**src/design/nisqrt_pkg.sv**
```systemverilog
// ----------------------------------------------------------------------------
// nisqrt_pkg
// Shared types and constants for the nearest integer square root block.
// ----------------------------------------------------------------------------
package nisqrt_pkg;

  localparam int unsigned VALUE_WIDTH_DEF = 32;
  localparam int unsigned ROOT_OUT_W      = 17;
  localparam int unsigned OUT_TDATA_W     = 24;

  typedef enum logic [1:0] {
    ST_IDLE,
    ST_RUN,
    ST_ROUND
  } state_e;

  // Commands from the controller to the datapath
  typedef struct packed {
    logic load;      // capture a new value, clear root and remainder
    logic step;      // resolve one root bit
    logic out_load;  // round and write the output register
  } cmd_t;

endpackage

```
**src/design/nisqrt_dp.sv**
```systemverilog
// ----------------------------------------------------------------------------
// nisqrt_dp
// Digit-by-digit square root datapath: one root bit per step, then rounding
// to nearest and the output register.
// ----------------------------------------------------------------------------
module nisqrt_dp #(
  parameter int unsigned VALUE_WIDTH = nisqrt_pkg::VALUE_WIDTH_DEF,
  parameter int unsigned IN_W        = ((VALUE_WIDTH + 7) / 8) * 8
) (
  input  logic                               clk_i,
  input  logic                               rst_ni,
  input  nisqrt_pkg::cmd_t                   cmd_i,
  input  logic [IN_W-1:0]                    value_i,
  output logic [nisqrt_pkg::ROOT_OUT_W-1:0]  root_o,
  output logic                               exact_o
);

  localparam int unsigned RB    = (VALUE_WIDTH + 1) / 2;
  localparam int unsigned RW    = RB + 1;
  localparam int unsigned EXT_W = (RW > nisqrt_pkg::ROOT_OUT_W) ? RW : nisqrt_pkg::ROOT_OUT_W;

  logic [2*RB-1:0]                   val_q, val_d, val_ext;
  logic [RB:0]                       rem_q, rem_d;
  logic [RB-1:0]                     root_q, root_d;
  logic [RB+1:0]                     rem_sh, trial, diff;
  logic                              ge;
  logic [RW-1:0]                     rnd_root;
  logic [EXT_W-1:0]                  root_ext;
  logic [nisqrt_pkg::ROOT_OUT_W-1:0] root_out_q;
  logic                              exact_q;

  always_comb begin
    val_ext                  = '0;
    val_ext[VALUE_WIDTH-1:0] = value_i[VALUE_WIDTH-1:0];
  end

  // Bring down the next two value bits and try (root << 2) | 1
  assign rem_sh = {rem_q[RB-1:0], val_q[2*RB-1 -: 2]};
  assign trial  = {root_q, 2'b01};
  assign ge     = (rem_sh >= trial);
  assign diff   = rem_sh - trial;

  always_comb begin
    val_d  = val_q;
    rem_d  = rem_q;
    root_d = root_q;
    if (cmd_i.load) begin
      val_d  = val_ext;
      rem_d  = '0;
      root_d = '0;
    end else if (cmd_i.step) begin
      val_d  = val_q << 2;
      rem_d  = ge ? diff[RB:0] : rem_sh[RB:0];
      root_d = RB'({root_q, ge});
    end
  end

  // Remainder above the floor root means the next root is nearer
  assign rnd_root = (rem_q > {1'b0, root_q}) ? ({1'b0, root_q} + RW'(1)) : {1'b0, root_q};

  always_comb begin
    root_ext         = '0;
    root_ext[RW-1:0] = rnd_root;
  end

  always_ff @(posedge clk_i or negedge rst_ni) begin
    if (!rst_ni) begin
      val_q  <= '0;
      rem_q  <= '0;
      root_q <= '0;
    end else begin
      val_q  <= val_d;
      rem_q  <= rem_d;
      root_q <= root_d;
    end
  end

  always_ff @(posedge clk_i) begin
    if (cmd_i.out_load) begin
      root_out_q <= root_ext[nisqrt_pkg::ROOT_OUT_W-1:0];
      exact_q    <= (rem_q == '0);
    end
  end

  assign root_o  = root_out_q;
  assign exact_o = exact_q;

`ifndef SYNTHESIS
  // Remainder never exceeds twice the partial root
  a_rem_bound: assert property (@(posedge clk_i) disable iff (!rst_ni)
    rem_q <= {root_q, 1'b0})
    else $error("remainder exceeds 2*root");
`endif

endmodule

```
**src/design/nisqrt_ctrl.sv**
```systemverilog
// ----------------------------------------------------------------------------
// nisqrt_ctrl
// Sequencer: takes a transaction, runs one step per root bit, rounds, and
// hands the result to the output register.
// ----------------------------------------------------------------------------
module nisqrt_ctrl #(
  parameter int unsigned VALUE_WIDTH = nisqrt_pkg::VALUE_WIDTH_DEF
) (
  input  logic             clk_i,
  input  logic             rst_ni,
  input  logic             in_valid_i,
  output logic             in_ready_o,
  output logic             out_valid_o,
  input  logic             out_ready_i,
  output nisqrt_pkg::cmd_t cmd_o
);

  localparam int unsigned RB    = (VALUE_WIDTH + 1) / 2;
  localparam int unsigned CNT_W = $clog2(RB + 1);

  nisqrt_pkg::state_e state_q, state_d;
  logic [CNT_W-1:0]   cnt_q, cnt_d;
  logic               out_vld_q, out_vld_d;

  always_ff @(posedge clk_i or negedge rst_ni) begin
    if (!rst_ni) begin
      state_q   <= nisqrt_pkg::ST_IDLE;
      cnt_q     <= '0;
      out_vld_q <= 1'b0;
    end else begin
      state_q   <= state_d;
      cnt_q     <= cnt_d;
      out_vld_q <= out_vld_d;
    end
  end

  always_comb begin
    state_d    = state_q;
    cnt_d      = cnt_q;
    cmd_o      = '0;
    in_ready_o = 1'b0;
    unique case (state_q)
      nisqrt_pkg::ST_IDLE: begin
        in_ready_o = 1'b1;
        if (in_valid_i) begin
          cmd_o.load = 1'b1;
          cnt_d      = CNT_W'(RB - 1);
          state_d    = nisqrt_pkg::ST_RUN;
        end
      end
      nisqrt_pkg::ST_RUN: begin
        cmd_o.step = 1'b1;
        if (cnt_q == '0) begin
          state_d = nisqrt_pkg::ST_ROUND;
        end else begin
          cnt_d = cnt_q - CNT_W'(1);
        end
      end
      nisqrt_pkg::ST_ROUND: begin
        // Hold until the output register is free or being drained
        if (!out_vld_q || out_ready_i) begin
          cmd_o.out_load = 1'b1;
          state_d        = nisqrt_pkg::ST_IDLE;
        end
      end
      default: state_d = nisqrt_pkg::ST_IDLE;
    endcase
  end

  always_comb begin
    if (cmd_o.out_load) begin
      out_vld_d = 1'b1;
    end else if (out_ready_i) begin
      out_vld_d = 1'b0;
    end else begin
      out_vld_d = out_vld_q;
    end
  end

  assign out_valid_o = out_vld_q;

`ifndef SYNTHESIS
  a_load_starts_run: assert property (@(posedge clk_i) disable iff (!rst_ni)
    cmd_o.load |=> (state_q == nisqrt_pkg::ST_RUN) && (cnt_q == CNT_W'(RB - 1)))
    else $error("accepted transaction did not start the bit loop");

  a_out_load_valid: assert property (@(posedge clk_i) disable iff (!rst_ni)
    cmd_o.out_load |=> out_vld_q)
    else $error("result written but not presented");

  a_no_overwrite: assert property (@(posedge clk_i) disable iff (!rst_ni)
    cmd_o.out_load |-> (!out_vld_q || out_ready_i))
    else $error("output register overwritten before taken");
`endif

endmodule

```
**src/design/nearest_integer_square_root_top.sv**
```systemverilog
// Sequencing: an accepted value is resolved one root bit per cycle, then rounded to
//   nearest and written to the output register, which raises m_axis_tvalid_o.
// Overlap: a new value is taken only while idle, not while one is being resolved; the next value is
//   taken while the previous result waits in the output register.
// Reset: rst_ni is asynchronous, active low; it returns the sequencer to idle and
//   drops m_axis_tvalid_o.
// ----------------------------------------------------------------------------
// nearest_integer_square_root_top
// Square root rounded to nearest, with an exact-square flag.
// ----------------------------------------------------------------------------
module nearest_integer_square_root_top #(
  parameter int unsigned VALUE_WIDTH = nisqrt_pkg::VALUE_WIDTH_DEF,
  parameter int unsigned IN_W        = ((VALUE_WIDTH + 7) / 8) * 8
) (
  input  logic                               clk_i,
  input  logic                               rst_ni,
  input  logic                               s_axis_tvalid_i,
  output logic                               s_axis_tready_o,
  input  logic [IN_W-1:0]                    s_axis_tdata_i,  // value
  output logic                               m_axis_tvalid_o,
  input  logic                               m_axis_tready_i,
  output logic [nisqrt_pkg::OUT_TDATA_W-1:0] m_axis_tdata_o   // root[16:0], exact, zero pad
);

  nisqrt_pkg::cmd_t                  cmd;
  logic [nisqrt_pkg::ROOT_OUT_W-1:0] root;
  logic                              exact;

  nisqrt_ctrl #(
    .VALUE_WIDTH (VALUE_WIDTH)
  ) u_ctrl (
    .clk_i       (clk_i),
    .rst_ni      (rst_ni),
    .in_valid_i  (s_axis_tvalid_i),
    .in_ready_o  (s_axis_tready_o),
    .out_valid_o (m_axis_tvalid_o),
    .out_ready_i (m_axis_tready_i),
    .cmd_o       (cmd)
  );

  nisqrt_dp #(
    .VALUE_WIDTH (VALUE_WIDTH),
    .IN_W        (IN_W)
  ) u_dp (
    .clk_i   (clk_i),
    .rst_ni  (rst_ni),
    .cmd_i   (cmd),
    .value_i (s_axis_tdata_i),
    .root_o  (root),
    .exact_o (exact)
  );

  assign m_axis_tdata_o = {
    {(nisqrt_pkg::OUT_TDATA_W - nisqrt_pkg::ROOT_OUT_W - 1){1'b0}}, exact, root};

endmodule
```
**config.mk**
```make
export PLATFORM = sky130hd
export DESIGN_NAME = nearest_integer_square_root_top
export DESIGN_NICKNAME = d
export VERILOG_FILES = /design/src/design/nisqrt_pkg.sv /design/src/design/nisqrt_dp.sv /design/src/design/nisqrt_ctrl.sv /design/src/design/nearest_integer_square_root_top.sv
export SDC_FILE = /design/constraint.sdc
export NUM_CORES = 1
export LEC_CHECK = 0
export BUFFER_PORTS_ARGS = -buffer_cell sky130_fd_sc_hd__buf_2
export CORE_UTILIZATION = 59
export CTS_CLUSTER_DIAMETER = 60
export DETAILED_ROUTE_END_ITERATION = 8
export GPL_TIMING_DRIVEN = 0
export PLACE_DENSITY = 0.8
export RECOVER_POWER = 100
export SLEW_MARGIN = 0
export SYNTH_ARGS = -nofsm -noshare
export SYNTH_HDL_FRONTEND = slang
export SYNTH_HIERARCHICAL = 1
export SYNTH_SLANG_ARGS = --single-unit
```
**constraint.sdc**
```tcl
create_clock -name clk_i -period 3.45 [get_ports clk_i]
set_input_delay 0.1725 -clock clk_i [delete_from_list [all_inputs] [get_ports clk_i]]
set_output_delay 0.1725 -clock clk_i [all_outputs]
set_load 0.01 [all_outputs]
```
### Word-level counts from Yosys, hierarchy flattened

Index checks and enable logic that the tools add are counted.

| storage, ports and cells | value |
|---|---|
| logic and storage cells | 53 |
| register bits | 91 |
| bits of input ports | 36 |

| operators by class | value |
|---|---|
| eq/ne operators | 6 |
| magnitude comparators | 2 |
| add/subtract/negate cells | 3 |
| multiplexer cells | 23 |
| reductions and logical operators | 10 |

Operators with widths:

| kind | count |
|---|---|
| two-way mux 32 bit | 2 |
| two-way mux 17 bit | 3 |
| two-way mux 16 bit | 3 |
| greater-or-equal comparator 18 bit | 1 |
| adder 16 x 1 -> 17 bit (second input constant) | 1 |
| greater-than comparator 17 x 16 -> 1 bit | 1 |
| logical NOT 17 bit | 1 |
| subtractor 17 bit | 1 |
| two-way mux 5 bit | 2 |
| one-hot mux 5 bit (2 select lines) | 1 |
| two-way mux 1 bit | 8 |
| two-way mux 2 bit | 3 |
| one-hot mux 2 bit (3 select lines) | 1 |
| AND reduction 3 bit | 2 |
| nonzero test 2 bit | 3 |
| logical NOT 5 bit | 1 |
| subtractor 5 x 1 -> 5 bit (second input constant) | 1 |
| != test 2 x 1 -> 1 bit (second input constant) | 2 |
| != test 2 bit (second input constant) | 2 |
| == test 2 x 1 -> 1 bit (second input constant) | 1 |
| == test 2 bit (second input constant) | 1 |
| logical NOT 2 bit | 1 |
| logical NOT 1 bit | 1 |
| logical OR 1 bit | 1 |

### Depth between registers and ports, before layout

| depth | value |
|---|---|
| depth after elaboration | 5 |
| gate-level depth with buffers | 13 |
| depth with buffers taken out | 9 |

### By module

The synthesis kept the hierarchy.

Modules (own cells, without submodules):

| module | cells an instance | seq. area each (um2) | instances | area each (um2) |
|---|---|---|---|---|
| nisqrt_dp | 506 | 2,167.1 | 1 | 4,918.5 |
| nisqrt_ctrl | 43 | 200.2 | 1 | 419.2 |
| nearest_integer_square_root_top | 8 | 0.0 | 1 | 56.3 |

### Worst setup path after synthesis

OpenSTA, ideal clock, no wires.

| timing | value |
|---|---|
| path type | reg2reg |
| start point | reg u_dp.root_q[11] |
| end point | reg u_dp.root_out_q, in the netlist u_dp/root_o[15], data pin |
| arrival time | 2,229 ps |
| clock period less this slack | 2,486 ps |
| buffers on the path | 1 |
| required time | 3,192 ps |
| library setup time | 258 ps |
| cell stages (with the launch flop) | 11 |
| setup slack | 964 ps |
| cells stage by stage | dfrtp_1 -> inv_1 -> ha_1 -> and4_1 -> buf_4 -> nor3b_4 -> and3b_1 -> a211oi_4 -> and3_1 -> nand3_1 -> xnor2_1 |

| between the ends | value |
|---|---|
| cells in the longest elaborated chain, start to end | 2 |

Ends and longest elaborated chain:

| what | RTL line | RTL |
|---|---|---|
| from (decl) | nisqrt_dp.sv:24 | `logic [RB-1:0] root_q, root_d;` |
| from (signal assigned) | nisqrt_dp.sv:74 | `root_q <= root_d;` |
| adder 16 x 1 -> 17 bit or greater-than comparator 17 x 16 -> 1 bit (tied branches) | nisqrt_dp.sv:59 | `assign rnd_root = (rem_q > {1'b0, root_q}) ? ({1'b0, root_q} + RW'(1)) : {1'b0, root_q};` |
| two-way mux 16 bit * | nisqrt_dp.sv:59 |  |
| via u_dp.rnd_root[15] | nisqrt_dp.sv:27 | `logic [RW-1:0] rnd_root;` |
| to (signal assigned) | nisqrt_dp.sv:80 | `root_out_q <= root_ext[nisqrt_pkg::ROOT_OUT_W-1:0];` |
| to (decl) | nisqrt_dp.sv:29 | `logic [nisqrt_pkg::ROOT_OUT_W-1:0] root_out_q;` |

The timed path passes the listed nets; every way through them passes the cells marked *.
A chain may end at the register's enable or synchronous reset.

### Worst setup path in the final report

| timing | value |
|---|---|
| start point | reg u_dp.root_q[7] |
| end point | reg u_dp.root_out_q, in the netlist u_dp/root_o[8], data pin |

Same word-level chain as after synthesis.

==> results.py <==
metrics = {
    "run_status": {
        "outcome": "finished with violations",
        "violated_checks": "DRC, capacitance limit, slew limit",
    },
    "critical_path": {
        "timing.critical_path.arrival_ns": 3.19,
        "max_stage_delay_ns": 0.57,
        "cp.required_ns": 3.56,
        "setup.worst_path.end_class": "flip-flop",
        "critical-path-top-delay-family": "compound AO/OA/AOI/OAI gates",
        "worstPathBufferInverterCount": 2,
        "critical-path-slowest-cell": "sky130_fd_sc_hd__a221oi_1",
        "cp-start-kind": "flip-flop",
        "critPathMaxFanout": 8,
        "worstPathCellList": "inv_1 > ha_1 > clkbuf_1 > a21oi_1 > nand2_1 > a221oi_1 > a211oi_4 > nand3_1 > nor2_1 > xnor2_1",
        "critPathKind": "reg2reg",
    },
    "sta": {
        "max-slew-margin-rel_pct": -10.6,
        "hold_violation_total_from_the_final_report": 0,
        "timing.hold.ws_ns": 0.00590,
        "unrepaired_setup_endpoints_after_global_routing": "false",
        "report.final.slew_viol_count": 69,
        "worstMarginPinSlew_ns": 1.66,
        "fmaxAchievable_ghz": 0.325,
        "finalSetupTns_ns": 0,
        "min_period_ns": 3.08,
        "layout_worst_path_cycle_share_pct": 89.2,
        "setup_viol": 0,
        "clock_skew_ns": 0.0138,
    },
    "global_routing": {
        "via_count_of_the_first_global_routing_pass": 4290,
        "global_route.overflow_total": 0,
        "overall_global_routing_usage_pct": 26.9,
        "grt_start_max_net_pins": 69,
        "antenna_found_initial": 0,
        "first_pass_grt_wire_length_mm": 20.4,
    },
    "yosys": {
        "synth.yosys.seq_area_share_pct": 43.9,
        "synth_async_sr_flop_share_pct": 80.2,
        "yosysMostFrequentCell": "sky130_fd_sc_hd__dfrtp_1",
        "post_synth.cell_area_avg_um2": 9.68,
        "ys.flop_type": "sky130_fd_sc_hd__dfrtp_1",
        "post_synth_inst_count": 557,
        "synth_commonest_cells": "sky130_fd_sc_hd__dfrtp_1, sky130_fd_sc_hd__mux2i_1, sky130_fd_sc_hd__nand2_1",
        "cell_types_with_the_largest_area_share_after_synthesis": "sky130_fd_sc_hd__dfrtp_1, sky130_fd_sc_hd__mux2i_1, sky130_fd_sc_hd__edfxtp_1",
        "ys_ff_latch": 91,
        "syn_area_mm2": 0.00539,
        "post-synth-top-area-cell": "sky130_fd_sc_hd__dfrtp_1",
        "yosysWarningCount": 6,
        "yosys.area.top_type_share_pct": 33.9,
        "synth.distinct_cells": 67,
        "number_of_synthesized_flops_with_an_enable_pin": 18,
    },
    "drt": {
        "drt-total-wl_mm": 12.1,
        "drt_pass1_iterations": 7,
        "postRouteAntennaNets": 0,
        "viasPerCell": 5.91,
        "routed-via-count": 4410,
        "drt_iter0_drc": 278,
        "drc": 2,
        "wl_per_cell_um": 16.2,
    },
    "cts": {
        "ctsHoldBuffers": 4,
        "cts_inserted_buffers": 9,
        "root_buffer": "sky130_fd_sc_hd__clkbuf_8",
        "tritoncts": "built",
        "h-tree-depth": 3,
        "worst_setup_hold_path_clk_slew_ns": 0.10,
        "postCtsSetupBuffers": 0,
        "clock_insertion_delay_worst_skew_ns": 0.37,
        "number_of_gates_resized_after_cts": 0,
        "clock-sinks": 91,
        "max-clock-path-buffers": 2,
    },
    "finish": {
        "fin_area_mm2": 0.00601,
        "layout-area-overhead-vs-synth_pct": 11.5,
        "post-route-util_pct": 68.3,
        "diodes": 0,
        "num-nets-final": 690,
        "share_of_cells_above_drive_strength_1_pct": 10.7,
    },
    "hold_path": {
        "timing.hold.worst.class": "in2reg",
    },
    "placement": {
        "globalplace.congestion": 0.920,
        "post_dp_cell_area_mm2": 0.00585,
        "hpwl_mm": 9.04,
        "port_buffers": 55,
    },
    "floorplan": {
        "top_level_ports": 62,
        "floorplan.initialDensity_pct": 61.3,
        "die-width_um": 97.6,
        "floorplan.die_area_mm2": 0.00953,
        "floorplan.rows": 34,
        "fp.coreArea_mm2": 0.00881,
        "fp.dieH_um": 97.6,
    },
    "power_and_ir_drop": {
        "power.leakage_nw": 2.71,
        "power_density_mw_per_mm2": 1100,
        "ir_drop_mv": 0.440,
    },
    "run": {
        "max_cap_viol_count": 1,
    },
}
==> state kept, by name, indices dropped and copies added (netlist names) <==
signal	flops
u_dp/root_q	16
u_ctrl/state_q	2
u_dp/val_q	32
u_ctrl/out_valid_o	1
u_dp/exact_o	1
u_dp/rem_q	17
u_dp/root_o	17
u_ctrl/cnt_q	5
==> report_power, final <==
part,switching [mW],internal (mW),total [mW]
logic,2.28,1.65,3.94
registers,0.377,1.54,1.92
clock network,0.392,0.388,0.780
total,3.05,3.58,6.63
==> area by class of cell <==
cell class,instances,area (um2)
plain buffers,39,204
clock buffers,11,153
clock inverters,5,66.3
fillers,750,2790
inverters,32,120
multi-input cells,400,2680
flip-flops and latches,91,2370
well taps,108,135
repair buffers,60,294
==> placed cells by master (no fill, tap or decap), types with 14 or more instances in the layout <==
| cell type | netlist | final |
|---|---|---|
| sky130_fd_sc_hd__a21oi_1 | 14 | 14 |
| sky130_fd_sc_hd__buf_2 | 2 | 34 |
| sky130_fd_sc_hd__clkbuf_1 | 24 | 49 |
| sky130_fd_sc_hd__dfrtp_1 | 73 | 73 |
| sky130_fd_sc_hd__edfxtp_1 | 18 | 18 |
| sky130_fd_sc_hd__ha_1 | 21 | 21 |
| sky130_fd_sc_hd__inv_1 | 32 | 32 |
| sky130_fd_sc_hd__mux2i_1 | 56 | 56 |
| sky130_fd_sc_hd__nand2_1 | 54 | 54 |
| sky130_fd_sc_hd__nor2_1 | 53 | 53 |
| sky130_fd_sc_hd__o21ai_0 | 40 | 40 |
| sky130_fd_sc_hd__xnor2_1 | 20 | 20 |
==> cells by family (layout without fill, tap and decap cells) <==
logic type	count (synthesis)	count (layout)	synth area share, %
compound gates	110	110	13.7
xor+xnor	24	24	3.90
fa+ha+maj	21	21	4.87
buf+inv	71	147	6.12
flops	91	91	43.9
mux	56	56	10.4
other cells	1	6	0.0695
simple gates	183	183	17.0
==> final timing paths <==
| kind | startpoint | cells after the start | to | slack (ns) |
|---|---|---|---|---|
| setup / recovery | u_dp/root_q[7]$_DFFE_PN0P_ | 10 | u_dp/root_o[8]$_DFFE_PP_ | 0.37 |
| hold / removal | s_axis_tdata_i[12] | 3 | u_dp/val_q[12]$_DFFE_PN0P_ | 0.006 |
| setup reg to reg | u_dp/root_q[7]$_DFFE_PN0P_ | 10 | u_dp/root_o[8]$_DFFE_PP_ | 0.37 |
| hold reg to reg | u_ctrl/cnt_q[0]$_DFFE_PN0P_ | 1 | u_ctrl/cnt_q[0]$_DFFE_PN0P_ | 0.54 |
| max in group asynchronous | rst_ni | 3 | u_dp/rem_q[11]$_DFFE_PN0P_ | 1.32 |
| min in group asynchronous | rst_ni | 2 | u_dp/root_q[2]$_DFFE_PN0P_ | 0.22 |
==> stage by stage <==
stage          setup WS [ns]  std cells  power [mW]
3_5_place_dp           0.520        726        5.83
2_1_floorplan          0.964        562        4.91
5_1_grt                0.196        746        7.12
3_3_place_gp           0.567        725        5.69
6_report               0.374        746        6.63
4_1_cts                0.508        746        6.65
==> tightest hold or removal path, cell delays in order <==
cell	delay [ns]
sky130_fd_sc_hd__buf_2	0.08
sky130_fd_sc_hd__nand2_1	0.04
sky130_fd_sc_hd__o21ai_0	0.06
==> per-layer routing <==
| metal | up-vias | wire, um | track usage [%] |
|---|---|---|---|
| li1 | 2118 | - | - |
| met1 | 2116 | 5320 | 33.5 |
| met2 | 150 | 5900 | 46.5 |
| met3 | 26 | 587 | 4.53 |
| met4 | 0 | 269 | 10.6 |
| met5 | - | 0 | 0 |
Note: power is estimated with default switching activity, not from simulation.
